`src/hdl/xpd_pkg.sv`:
```
// Types and constants shared by the XOR packet deframer modules.
package xpd_pkg;

    localparam int MAX_PAYLOAD_DEF = 32;

    // Configuration port.
    localparam int               PADDR_W          = 3;
    localparam logic [0:0]       REG_HEADER_VALUE = 1'b0;
    localparam logic [7:0]       HEADER_VALUE_RST = 8'hAA;

    typedef enum logic [2:0] {
        PH_HEADER,
        PH_LENGTH,
        PH_PAYLOAD,
        PH_CHECK,
        PH_DONE,
        PH_FAIL
    } phase_t;

    typedef enum logic [1:0] {
        SQ_IDLE,
        SQ_SINGLE,
        SQ_FETCH,
        SQ_LOAD
    } seq_state_t;

    // Outcome of a buffer, handed from the parser to the readout on the final beat.
    typedef struct packed {
        logic       done;
        logic       ok;
        logic [7:0] length;
        logic [7:0] checksum;
    } frame_result_t;

endpackage

```
`src/hdl/xpd_ifs.sv`:
```
// Valid/ready channel interfaces for received bytes and decoded results.
interface xpd_byte_if;
    logic       valid;
    logic       ready;
    logic [7:0] rx_byte;
    logic       end_of_buffer;

    modport source (output valid, rx_byte, end_of_buffer, input ready);
    modport sink   (input valid, rx_byte, end_of_buffer, output ready);
endinterface

interface xpd_result_if;
    logic       valid;
    logic       ready;
    logic       frame_ok;
    logic [5:0] payload_length;
    logic [7:0] frame_checksum;
    logic       has_byte;
    logic [7:0] payload_byte;
    logic [4:0] byte_index;
    logic       last;

    modport source (output valid, frame_ok, payload_length, frame_checksum, has_byte,
                    payload_byte, byte_index, last, input ready);
    modport sink   (input valid, frame_ok, payload_length, frame_checksum, has_byte,
                    payload_byte, byte_index, last, output ready);
endinterface

```
`src/hdl/xor_packet_deframer.sv`:
```
// Bytes of a received buffer come in on rx, one per beat, the final one flagged by
// end_of_buffer. After every byte that is not final, rx stays ready for the next one.
// On the final byte the block reports through res: a single beat on failure or on an
// empty payload, otherwise one beat per payload byte. rx is held off until that run has
// been handed to the output register; each payload beat is a read of the payload memory,
// then a load of the output register; payload beats and single-beat reports alike wait
// out any stall on res. The payload memory is not cleared after reset, and only entries
// written by the current frame are read back.
// header_value lies at byte address 0 of the register port and resets to 0xAA.
module xor_packet_deframer
    import xpd_pkg::*;
#(
    parameter int MAX_PAYLOAD = MAX_PAYLOAD_DEF
)
(
    input  logic               clk,
    input  logic               rst_n,
    input  logic               psel,
    input  logic               penable,
    input  logic               pwrite,
    input  logic [PADDR_W-1:0] paddr,
    input  logic [31:0]        pwdata,
    output logic [31:0]        prdata,
    output logic               pready,
    xpd_byte_if.sink           rx,
    xpd_result_if.source       res
);

    localparam int ADDR_W = (MAX_PAYLOAD > 1) ? $clog2(MAX_PAYLOAD) : 1;
    localparam int CNT_W  = $clog2(MAX_PAYLOAD + 1);

    logic [7:0]        header_value_reg;
    logic [0:0]        reg_index;
    logic              cfg_write;
    logic              beat_accept;
    logic              seq_idle;
    frame_result_t     result;
    logic              wr_en;
    logic [ADDR_W-1:0] wr_addr;
    logic [7:0]        wr_data;
    logic              rd_en;
    logic [ADDR_W-1:0] rd_addr;
    logic [7:0]        rd_data;

    assign reg_index = paddr[2];
    assign pready    = 1'b1;
    assign cfg_write = psel && penable && pwrite && pready;

    always_ff @(posedge clk or negedge rst_n)
    begin
        if (!rst_n)
        begin
            header_value_reg <= HEADER_VALUE_RST;
        end
        else if (cfg_write && (reg_index == REG_HEADER_VALUE))
        begin
            header_value_reg <= pwdata[7:0];
        end
    end

    always_comb
    begin
        unique case (reg_index)
            REG_HEADER_VALUE: prdata = {24'd0, header_value_reg};
            default:          prdata = 32'd0;
        endcase
    end

    assign rx.ready    = seq_idle;
    assign beat_accept = rx.valid && seq_idle;

    xpd_parser #(
        .MAX_PAYLOAD (MAX_PAYLOAD),
        .ADDR_W      (ADDR_W),
        .CNT_W       (CNT_W)
    ) u_parser (
        .clk           (clk),
        .rst_n         (rst_n),
        .header_value  (header_value_reg),
        .beat_valid    (beat_accept),
        .rx_byte       (rx.rx_byte),
        .end_of_buffer (rx.end_of_buffer),
        .wr_en         (wr_en),
        .wr_addr       (wr_addr),
        .wr_data       (wr_data),
        .result        (result)
    );

    xpd_ram #(
        .DEPTH  (MAX_PAYLOAD),
        .ADDR_W (ADDR_W)
    ) u_ram (
        .clk     (clk),
        .wr_en   (wr_en),
        .wr_addr (wr_addr),
        .wr_data (wr_data),
        .rd_en   (rd_en),
        .rd_addr (rd_addr),
        .rd_data (rd_data)
    );

    xpd_readout #(
        .ADDR_W      (ADDR_W),
        .CNT_W       (CNT_W)
    ) u_readout (
        .clk     (clk),
        .rst_n   (rst_n),
        .result  (result),
        .rd_data (rd_data),
        .idle    (seq_idle),
        .rd_en   (rd_en),
        .rd_addr (rd_addr),
        .res     (res)
    );

endmodule

```
`src/hdl/xpd_ram.sv`:
```
// Payload store: one write port, one read port with registered read data.
module xpd_ram
    import xpd_pkg::*;
#(
    parameter int DEPTH  = MAX_PAYLOAD_DEF,
    parameter int ADDR_W = $clog2(MAX_PAYLOAD_DEF)
)
(
    input  logic              clk,
    input  logic              wr_en,
    input  logic [ADDR_W-1:0] wr_addr,
    input  logic [7:0]        wr_data,
    input  logic              rd_en,
    input  logic [ADDR_W-1:0] rd_addr,
    output logic [7:0]        rd_data
);

    logic [7:0] mem_reg [DEPTH];
    logic [7:0] rd_data_reg;

    always_ff @(posedge clk)
    begin
        if (wr_en)
        begin
            mem_reg[wr_addr] <= wr_data;
        end
    end

    always_ff @(posedge clk)
    begin
        if (rd_en)
        begin
            rd_data_reg <= mem_reg[rd_addr];
        end
    end

    assign rd_data = rd_data_reg;

endmodule

```
`src/hdl/xpd_parser.sv`:
```
// Frame parser: walks header, length, payload and checksum one beat at a time.
module xpd_parser
    import xpd_pkg::*;
#(
    parameter int MAX_PAYLOAD = MAX_PAYLOAD_DEF,
    parameter int ADDR_W      = $clog2(MAX_PAYLOAD_DEF),
    parameter int CNT_W       = $clog2(MAX_PAYLOAD_DEF + 1)
)
(
    input  logic              clk,
    input  logic              rst_n,
    input  logic [7:0]        header_value,
    input  logic              beat_valid,
    input  logic [7:0]        rx_byte,
    input  logic              end_of_buffer,
    output logic              wr_en,
    output logic [ADDR_W-1:0] wr_addr,
    output logic [7:0]        wr_data,
    output frame_result_t     result
);

    phase_t           phase_reg, phase_next, phase_adv;
    logic [CNT_W-1:0] count_reg, count_next, count_adv, count_inc;
    logic [7:0]       len_reg, len_next, len_adv;
    logic [7:0]       xor_reg, xor_next, xor_adv;
    logic [7:0]       check_reg, check_next, check_adv;

    assign count_inc = count_reg + CNT_W'(1);

    // Next state: absorb the beat, then rearm on the final beat of a buffer.
    always_comb
    begin
        phase_adv = phase_reg;
        count_adv = count_reg;
        len_adv   = len_reg;
        xor_adv   = xor_reg;
        check_adv = check_reg;
        if (beat_valid)
        begin
            unique case (phase_reg) inside
                PH_HEADER:
                begin
                    if (rx_byte == header_value)
                    begin
                        xor_adv   = rx_byte;
                        phase_adv = PH_LENGTH;
                    end
                    else
                    begin
                        phase_adv = PH_FAIL;
                    end
                end
                PH_LENGTH:
                begin
                    if (rx_byte > 8'(MAX_PAYLOAD))
                    begin
                        phase_adv = PH_FAIL;
                    end
                    else
                    begin
                        len_adv   = rx_byte;
                        xor_adv   = xor_reg ^ rx_byte;
                        count_adv = '0;
                        phase_adv = (rx_byte == 8'd0) ? PH_CHECK : PH_PAYLOAD;
                    end
                end
                PH_PAYLOAD:
                begin
                    xor_adv   = xor_reg ^ rx_byte;
                    count_adv = count_inc;
                    if (8'(count_inc) >= len_reg)
                    begin
                        phase_adv = PH_CHECK;
                    end
                end
                PH_CHECK:
                begin
                    check_adv = rx_byte;
                    phase_adv = (rx_byte == xor_reg) ? PH_DONE : PH_FAIL;
                end
                PH_DONE, PH_FAIL:
                begin
                end
                default:
                begin
                    phase_adv = PH_FAIL;
                end
            endcase
        end

        if (beat_valid && end_of_buffer)
        begin
            phase_next = PH_HEADER;
            count_next = '0;
            len_next   = '0;
            xor_next   = '0;
            check_next = '0;
        end
        else
        begin
            phase_next = phase_adv;
            count_next = count_adv;
            len_next   = len_adv;
            xor_next   = xor_adv;
            check_next = check_adv;
        end
    end

    // Outputs: payload write and the buffer outcome.
    always_comb
    begin
        wr_en           = beat_valid && (phase_reg == PH_PAYLOAD);
        wr_addr         = count_reg[ADDR_W-1:0];
        wr_data         = rx_byte;
        result.done     = beat_valid && end_of_buffer;
        result.ok       = (phase_adv == PH_DONE);
        result.length   = len_adv;
        result.checksum = check_adv;
    end

    always_ff @(posedge clk or negedge rst_n)
    begin
        if (!rst_n)
        begin
            phase_reg <= PH_HEADER;
            count_reg <= '0;
            len_reg   <= '0;
            xor_reg   <= '0;
            check_reg <= '0;
        end
        else
        begin
            phase_reg <= phase_next;
            count_reg <= count_next;
            len_reg   <= len_next;
            xor_reg   <= xor_next;
            check_reg <= check_next;
        end
    end

endmodule

```
`src/hdl/xpd_readout.sv`:
```
// Readout sequencer: turns a buffer outcome into result beats, reading the payload store.
module xpd_readout
    import xpd_pkg::*;
#(
    parameter int ADDR_W      = $clog2(MAX_PAYLOAD_DEF),
    parameter int CNT_W       = $clog2(MAX_PAYLOAD_DEF + 1)
)
(
    input  logic                clk,
    input  logic                rst_n,
    input  frame_result_t       result,
    input  logic [7:0]          rd_data,
    output logic                idle,
    output logic                rd_en,
    output logic [ADDR_W-1:0]   rd_addr,
    xpd_result_if.source        res
);

    seq_state_t       state_reg, state_next;
    logic             ok_reg;
    logic [7:0]       len_reg;
    logic [7:0]       chk_reg;
    logic [CNT_W-1:0] idx_reg, idx_inc;
    logic             run_last;

    logic             out_valid_reg;
    logic             out_ok_reg;
    logic [5:0]       out_len_reg;
    logic [7:0]       out_chk_reg;
    logic             out_has_reg;
    logic [7:0]       out_byte_reg;
    logic [4:0]       out_idx_reg;
    logic             out_last_reg;

    logic             out_free;
    logic             load_single;
    logic             load_byte;

    assign idx_inc  = idx_reg + CNT_W'(1);
    assign run_last = (8'(idx_inc) == len_reg);
    // The output register is empty after this edge.
    assign out_free = !out_valid_reg || res.ready;

    always_comb
    begin
        state_next = state_reg;
        unique case (state_reg)
            SQ_IDLE:
            begin
                if (result.done)
                begin
                    if (!result.ok || (result.length == 8'd0))
                    begin
                        state_next = SQ_SINGLE;
                    end
                    else
                    begin
                        state_next = SQ_FETCH;
                    end
                end
            end
            SQ_SINGLE:
            begin
                if (out_free)
                begin
                    state_next = SQ_IDLE;
                end
            end
            SQ_FETCH:
            begin
                if (out_free)
                begin
                    state_next = SQ_LOAD;
                end
            end
            SQ_LOAD:
            begin
                state_next = run_last ? SQ_IDLE : SQ_FETCH;
            end
            default:
            begin
                state_next = SQ_IDLE;
            end
        endcase
    end

    always_comb
    begin
        idle        = (state_reg == SQ_IDLE);
        rd_en       = (state_reg == SQ_FETCH) && out_free;
        rd_addr     = idx_reg[ADDR_W-1:0];
        load_single = (state_reg == SQ_SINGLE) && out_free;
        load_byte   = (state_reg == SQ_LOAD);
    end

    always_ff @(posedge clk or negedge rst_n)
    begin
        if (!rst_n)
        begin
            state_reg     <= SQ_IDLE;
            out_valid_reg <= 1'b0;
            idx_reg       <= '0;
        end
        else
        begin
            state_reg <= state_next;
            if (load_single || load_byte)
            begin
                out_valid_reg <= 1'b1;
            end
            else if (res.ready)
            begin
                out_valid_reg <= 1'b0;
            end
            if (result.done)
            begin
                idx_reg <= '0;
            end
            else if (load_byte)
            begin
                idx_reg <= idx_inc;
            end
        end
    end

    always_ff @(posedge clk)
    begin
        if (result.done)
        begin
            ok_reg  <= result.ok;
            len_reg <= result.ok ? result.length : 8'd0;
            chk_reg <= result.ok ? result.checksum : 8'd0;
        end
        if (load_single)
        begin
            out_ok_reg   <= ok_reg;
            out_len_reg  <= 6'(len_reg);
            out_chk_reg  <= chk_reg;
            out_has_reg  <= 1'b0;
            out_byte_reg <= 8'd0;
            out_idx_reg  <= 5'd0;
            out_last_reg <= 1'b1;
        end
        else if (load_byte)
        begin
            out_ok_reg   <= ok_reg;
            out_len_reg  <= 6'(len_reg);
            out_chk_reg  <= chk_reg;
            out_has_reg  <= 1'b1;
            out_byte_reg <= rd_data;
            out_idx_reg  <= 5'(idx_reg);
            out_last_reg <= run_last;
        end
    end

    assign res.valid          = out_valid_reg;
    assign res.frame_ok       = out_ok_reg;
    assign res.payload_length = out_len_reg;
    assign res.frame_checksum = out_chk_reg;
    assign res.has_byte       = out_has_reg;
    assign res.payload_byte   = out_byte_reg;
    assign res.byte_index     = out_idx_reg;
    assign res.last           = out_last_reg;

endmodule

```
`src/flat_wrapper.sv`:
```
// flat-port wrapper written by rule: the top's interface ports become plain ports
module xor_packet_deframer_flat import xpd_pkg::*;
#(
    parameter int MAX_PAYLOAD = MAX_PAYLOAD_DEF
)
  (clk, rst_n, psel, penable, pwrite, paddr, pwdata, prdata, pready, rx_valid, rx_rx_byte, rx_end_of_buffer, rx_ready, res_valid, res_frame_ok, res_payload_length, res_frame_checksum, res_has_byte, res_payload_byte, res_byte_index, res_last, res_ready);
  xpd_byte_if rx_i ();
  xpd_result_if res_i ();
  input  logic clk;
  input  logic rst_n;
  input  logic psel;
  input  logic penable;
  input  logic pwrite;
  input  logic [PADDR_W-1:0] paddr;
  input  logic [31:0] pwdata;
  output logic [31:0] prdata;
  output logic pready;
  input wire logic [$bits(rx_i.valid)-1:0] rx_valid;
  input wire logic [$bits(rx_i.rx_byte)-1:0] rx_rx_byte;
  input wire logic [$bits(rx_i.end_of_buffer)-1:0] rx_end_of_buffer;
  output wire logic [$bits(rx_i.ready)-1:0] rx_ready;
  output wire logic [$bits(res_i.valid)-1:0] res_valid;
  output wire logic [$bits(res_i.frame_ok)-1:0] res_frame_ok;
  output wire logic [$bits(res_i.payload_length)-1:0] res_payload_length;
  output wire logic [$bits(res_i.frame_checksum)-1:0] res_frame_checksum;
  output wire logic [$bits(res_i.has_byte)-1:0] res_has_byte;
  output wire logic [$bits(res_i.payload_byte)-1:0] res_payload_byte;
  output wire logic [$bits(res_i.byte_index)-1:0] res_byte_index;
  output wire logic [$bits(res_i.last)-1:0] res_last;
  input wire logic [$bits(res_i.ready)-1:0] res_ready;
  assign rx_i.valid = rx_valid;
  assign rx_i.rx_byte = rx_rx_byte;
  assign rx_i.end_of_buffer = rx_end_of_buffer;
  assign rx_ready = rx_i.ready;
  assign res_valid = res_i.valid;
  assign res_frame_ok = res_i.frame_ok;
  assign res_payload_length = res_i.payload_length;
  assign res_frame_checksum = res_i.frame_checksum;
  assign res_has_byte = res_i.has_byte;
  assign res_payload_byte = res_i.payload_byte;
  assign res_byte_index = res_i.byte_index;
  assign res_last = res_i.last;
  assign res_i.ready = res_ready;
  xor_packet_deframer #(.MAX_PAYLOAD(MAX_PAYLOAD)) u_core (.clk(clk), .rst_n(rst_n), .psel(psel), .penable(penable), .pwrite(pwrite), .paddr(paddr), .pwdata(pwdata), .prdata(prdata), .pready(pready), .rx(rx_i), .res(res_i));
endmodule
```
`config.mk`:
```
export PLATFORM = sky130hd
export DESIGN_NAME = xor_packet_deframer_flat
export DESIGN_NICKNAME = d
export VERILOG_FILES = /design/src/hdl/xpd_pkg.sv /design/src/hdl/xpd_ifs.sv /design/src/hdl/xor_packet_deframer.sv /design/src/hdl/xpd_ram.sv /design/src/hdl/xpd_parser.sv /design/src/hdl/xpd_readout.sv /design/src/flat_wrapper.sv
export SDC_FILE = /design/constraint.sdc
export NUM_CORES = 1
export LEC_CHECK = 0
export BUFFER_PORTS_ARGS = -buffer_cell sky130_fd_sc_hd__buf_2
export CORE_MARGIN = 2
export CORE_UTILIZATION = 49
export DETAILED_ROUTE_END_ITERATION = 12
export HOLD_SLACK_MARGIN = 0.06
export PLACE_DENSITY_LB_ADDON = 0.05
export SYNTH_ARGS = -nofsm -noshare
export SYNTH_HDL_FRONTEND = slang
export SYNTH_HIERARCHICAL = 1
export SYNTH_SLANG_ARGS = --single-unit
export TNS_END_PERCENT = 20
```
`constraint.sdc`:
```
create_clock -name clk -period 4.7 [get_ports clk]
set_input_delay 0 -clock clk [delete_from_list [all_inputs] [get_ports clk]]
set_output_delay 0 -clock clk [all_outputs]
set_load 0.1 [all_outputs]
```
==> flow_summary.yaml <==
cells_and_area:
  drive_gt1_share_pct: 26.9
  fillers: 2382
  diodes: 0
  areaGrowthSynthToFinish_pct: 12.5
  finalNonFillerCells: 1391
  largest_register_ffs: 256
  fin_area_um2: 17100
  final_common_cell: "edfxtp_1"
  final_nets: 1027
  layout_common_cells: "edfxtp_1 (296), mux4_2 (80), buf_2 (64)"
power:
  p_leak_nw: 5.87
  cellPowerDensity_nw_per_um2: 554
  vdd_drop_max_mv: 0.292
setup_path:
  arrival_ps: 3940
  cp_max_fo: 11
  worst_path_dominant_cell_family: "simple AND/OR/NAND/NOR gates"
  r2r_end: "u_core/u_readout/state_reg[0]"
  r2r-start: "u_core/u_readout/state_reg[1]"
  cp_slowest_cell: "nor4b_4"
  rrSetupSlack_ps: 1170
  worstPathCellList: "nor2_1 -> and2_1 -> nor2b_1 -> nor4b_4 -> mux2_4 -> or4_1 -> o21ai_1 -> nand2_1 -> a221oi_1"
  reg2reg_depth: 9
  path_buf_inv: 0
  cp-end-kind: "flip-flop"
  worstSetupStartpointType: "flip-flop"
  crit_type: "reg -> reg"
  crit_path_max_incr_delay_ps: 660
  required_ps: 5110
hold_path:
  holdPathStages: 2
  hold_path_end: "u_core/u_ram/mem_reg[20][2]"
  holdCritStartpoint: "rx_rx_byte[2]"
  worstHoldPathType: "in -> reg"
grt:
  grt_pass1_wl_mm: 48.9
  grt_pass1_vias: 8076
  grt_overflow: 0
  antenna_found_initial: 0
  grt_max_degree: 70
  grtUsageTotal_pct: 19.9
floorplanning:
  die_area_um2: 32500
  die_y_um: 180
  io_pins: 116
  core_area_um2: 30600
  num_rows: 64
  initial_core_util_pct: 49.8
  die_w_um: 180
timing:
  rsz0062_at_grt: "no"
  timing.fmax_mhz: 284
  skew_ps: 6.86
  max_slew.worst_pin.slew_ps: 1180
  setup_tns_ps: 0
  period_needed_ps: 3530
  hold_viol: 0
  slew_violations: 0
  slew_headroom_pct: 21.3
  setup_viol: 0
  worst_slack_ps: 1170
  finalCritPeriodShare_pct: 75.0
synth:
  synth_edf_count: 296
  yosys-top-cells-area: "edfxtp_1 (58%), mux4_2 (12%), dfrtp_1 (7.6%)"
  synthesis.area_um2: 15200
  synth_top_area_cell: "edfxtp_1"
  synth_cells: 892
  synthArstFlopShare_pct: 13.9
  yosys_warnings: 6
  synth_flop_cell: "edfxtp_1"
  syn_avg_cell_area_um2: 17.1
  synth.distinct_cells: 63
  ys_seq_area_share_pct: 68.5
  ys_ff_latch: 361
  synth_top_area_share_pct: 58.3
detailed_routing:
  routedWlPerCell_um: 22.8
  vias: 7956
  routed_via_density: 5.72
  first_pass_iters: 5
  drt_wl_total_mm: 31.7
  drc: 0
  drt_iter0_drc: 575
  ant_nets: 0
cts:
  cts_resized: 0
  clkSlewWorstSetupHoldPaths_ps: 60
  cts.sinks: 361
  postCtsSetupBuffers: 0
  cts_tree: "yes"
  clock_latency_ps: 520
  cts-htree-levels: 2
  cts_buffer_depth: 3
  clk_root_buffer_cell: "clkbuf_16"
  cts_buffers: 39
  holdBufCountCts: 21
place:
  post-place-ws_ps: 1210
  place.gp.congestion: 0.763
  dp_cells: 1302
  post-dp-hpwl_mm: 19.3
  placed_area_um2: 15700
  numPortBuffers: 64
outcome:
  status: "complete, no violations"
job:
  drv_cap: 0
[per-stage QoR]
stage	power (mW)	util, %	hold WS (ps)
final	9.51	56.1	81.0
after global routing	9.91	56.1	97.0
after CTS	9.61	56.1	77.4
after detailed placement	6.66	51.4	169
after global placement	6.62	51.4	157
after floorplan	6.11	-	-296
[where the power goes]
part	internal [mW]	total (mW)	switching, mW
logic	0.901	2.65	1.75
clock network	1.74	2.91	1.18
registers	3.73	3.94	0.216
[worst max-delay path by stage]
stage / startpoint / end / cells after the start
after floorplan: u_core/u_readout/state_reg[1] / u_core/u_readout/state_reg[0] / 11
after global placement: u_core/u_readout/state_reg[1] / u_core/u_readout/state_reg[0] / 9
after detailed placement: u_core/u_readout/state_reg[1] / u_core/u_readout/state_reg[0] / 9
after CTS: u_core/u_readout/state_reg[1] / u_core/u_readout/state_reg[0] / 9
after global routing: u_core/u_readout/state_reg[1] / u_core/u_readout/state_reg[0] / 9
final: u_core/u_readout/state_reg[1] / u_core/u_readout/state_reg[0] / 9
[metal layers]
layer  part of all wire, %  track usage [%]  vias to the layer above
li1                      -                -                     3518
met1                    44             28.5                     4146
met2                    49             32.3                      251
met3                   5.1             3.29                       41
met4                   1.5             4.55                        0
met5                     0                0                        -
[cell usage after synthesis (15+ instances only)]
library cell	n
edfxtp_1	296
mux4_2	80
buf_4	52
dfrtp_1	46
nor2_1	46
nand2_1	45
a21oi_1	29
mux2_2	24
and2_1	18
xnor2_1	16
clkbuf_1	15
dfxtp_1	15
xor2_1	15
[worst register-to-register path: cells and delay by family (launching register included)]
| kind | cells | cell delay, ps |
|---|---|---|
| compound gates | 2 | 490 |
| simple gates | 6 | 2120 |
| flops | 1 | 440 |
| mux | 1 | 370 |
[layout make-up]
type / count / area [µm²] / area share (%)
clock buffers: 53 / 1130 / 6.61
clock inverters: 15 / 90.1 / 0.525
inverters: 8 / 30.0 / 0.175
multi-input cells: 456 / 4270 / 24.9
flip-flops and latches: 361 / 10500 / 60.9
well taps: 396 / 495 / 2.89
repair buffers: 102 / 683 / 3.98
[kinds of logic (layout without fill, tap and decap cells)]
logic type | after synthesis | in the layout | share of synthesized area (%)
mux | 113 | 113 | 14.2
fa+ha+maj | 8 | 8 | 0.657
other cells | 2 | 25 | 0.0493
simple gates | 195 | 195 | 7.04
xor+xnor | 31 | 31 | 1.78
buf+inv | 98 | 178 | 4.04
flops | 361 | 361 | 68.5
compound gates | 84 | 84 | 3.67
Power figures use the tool's default switching activity.
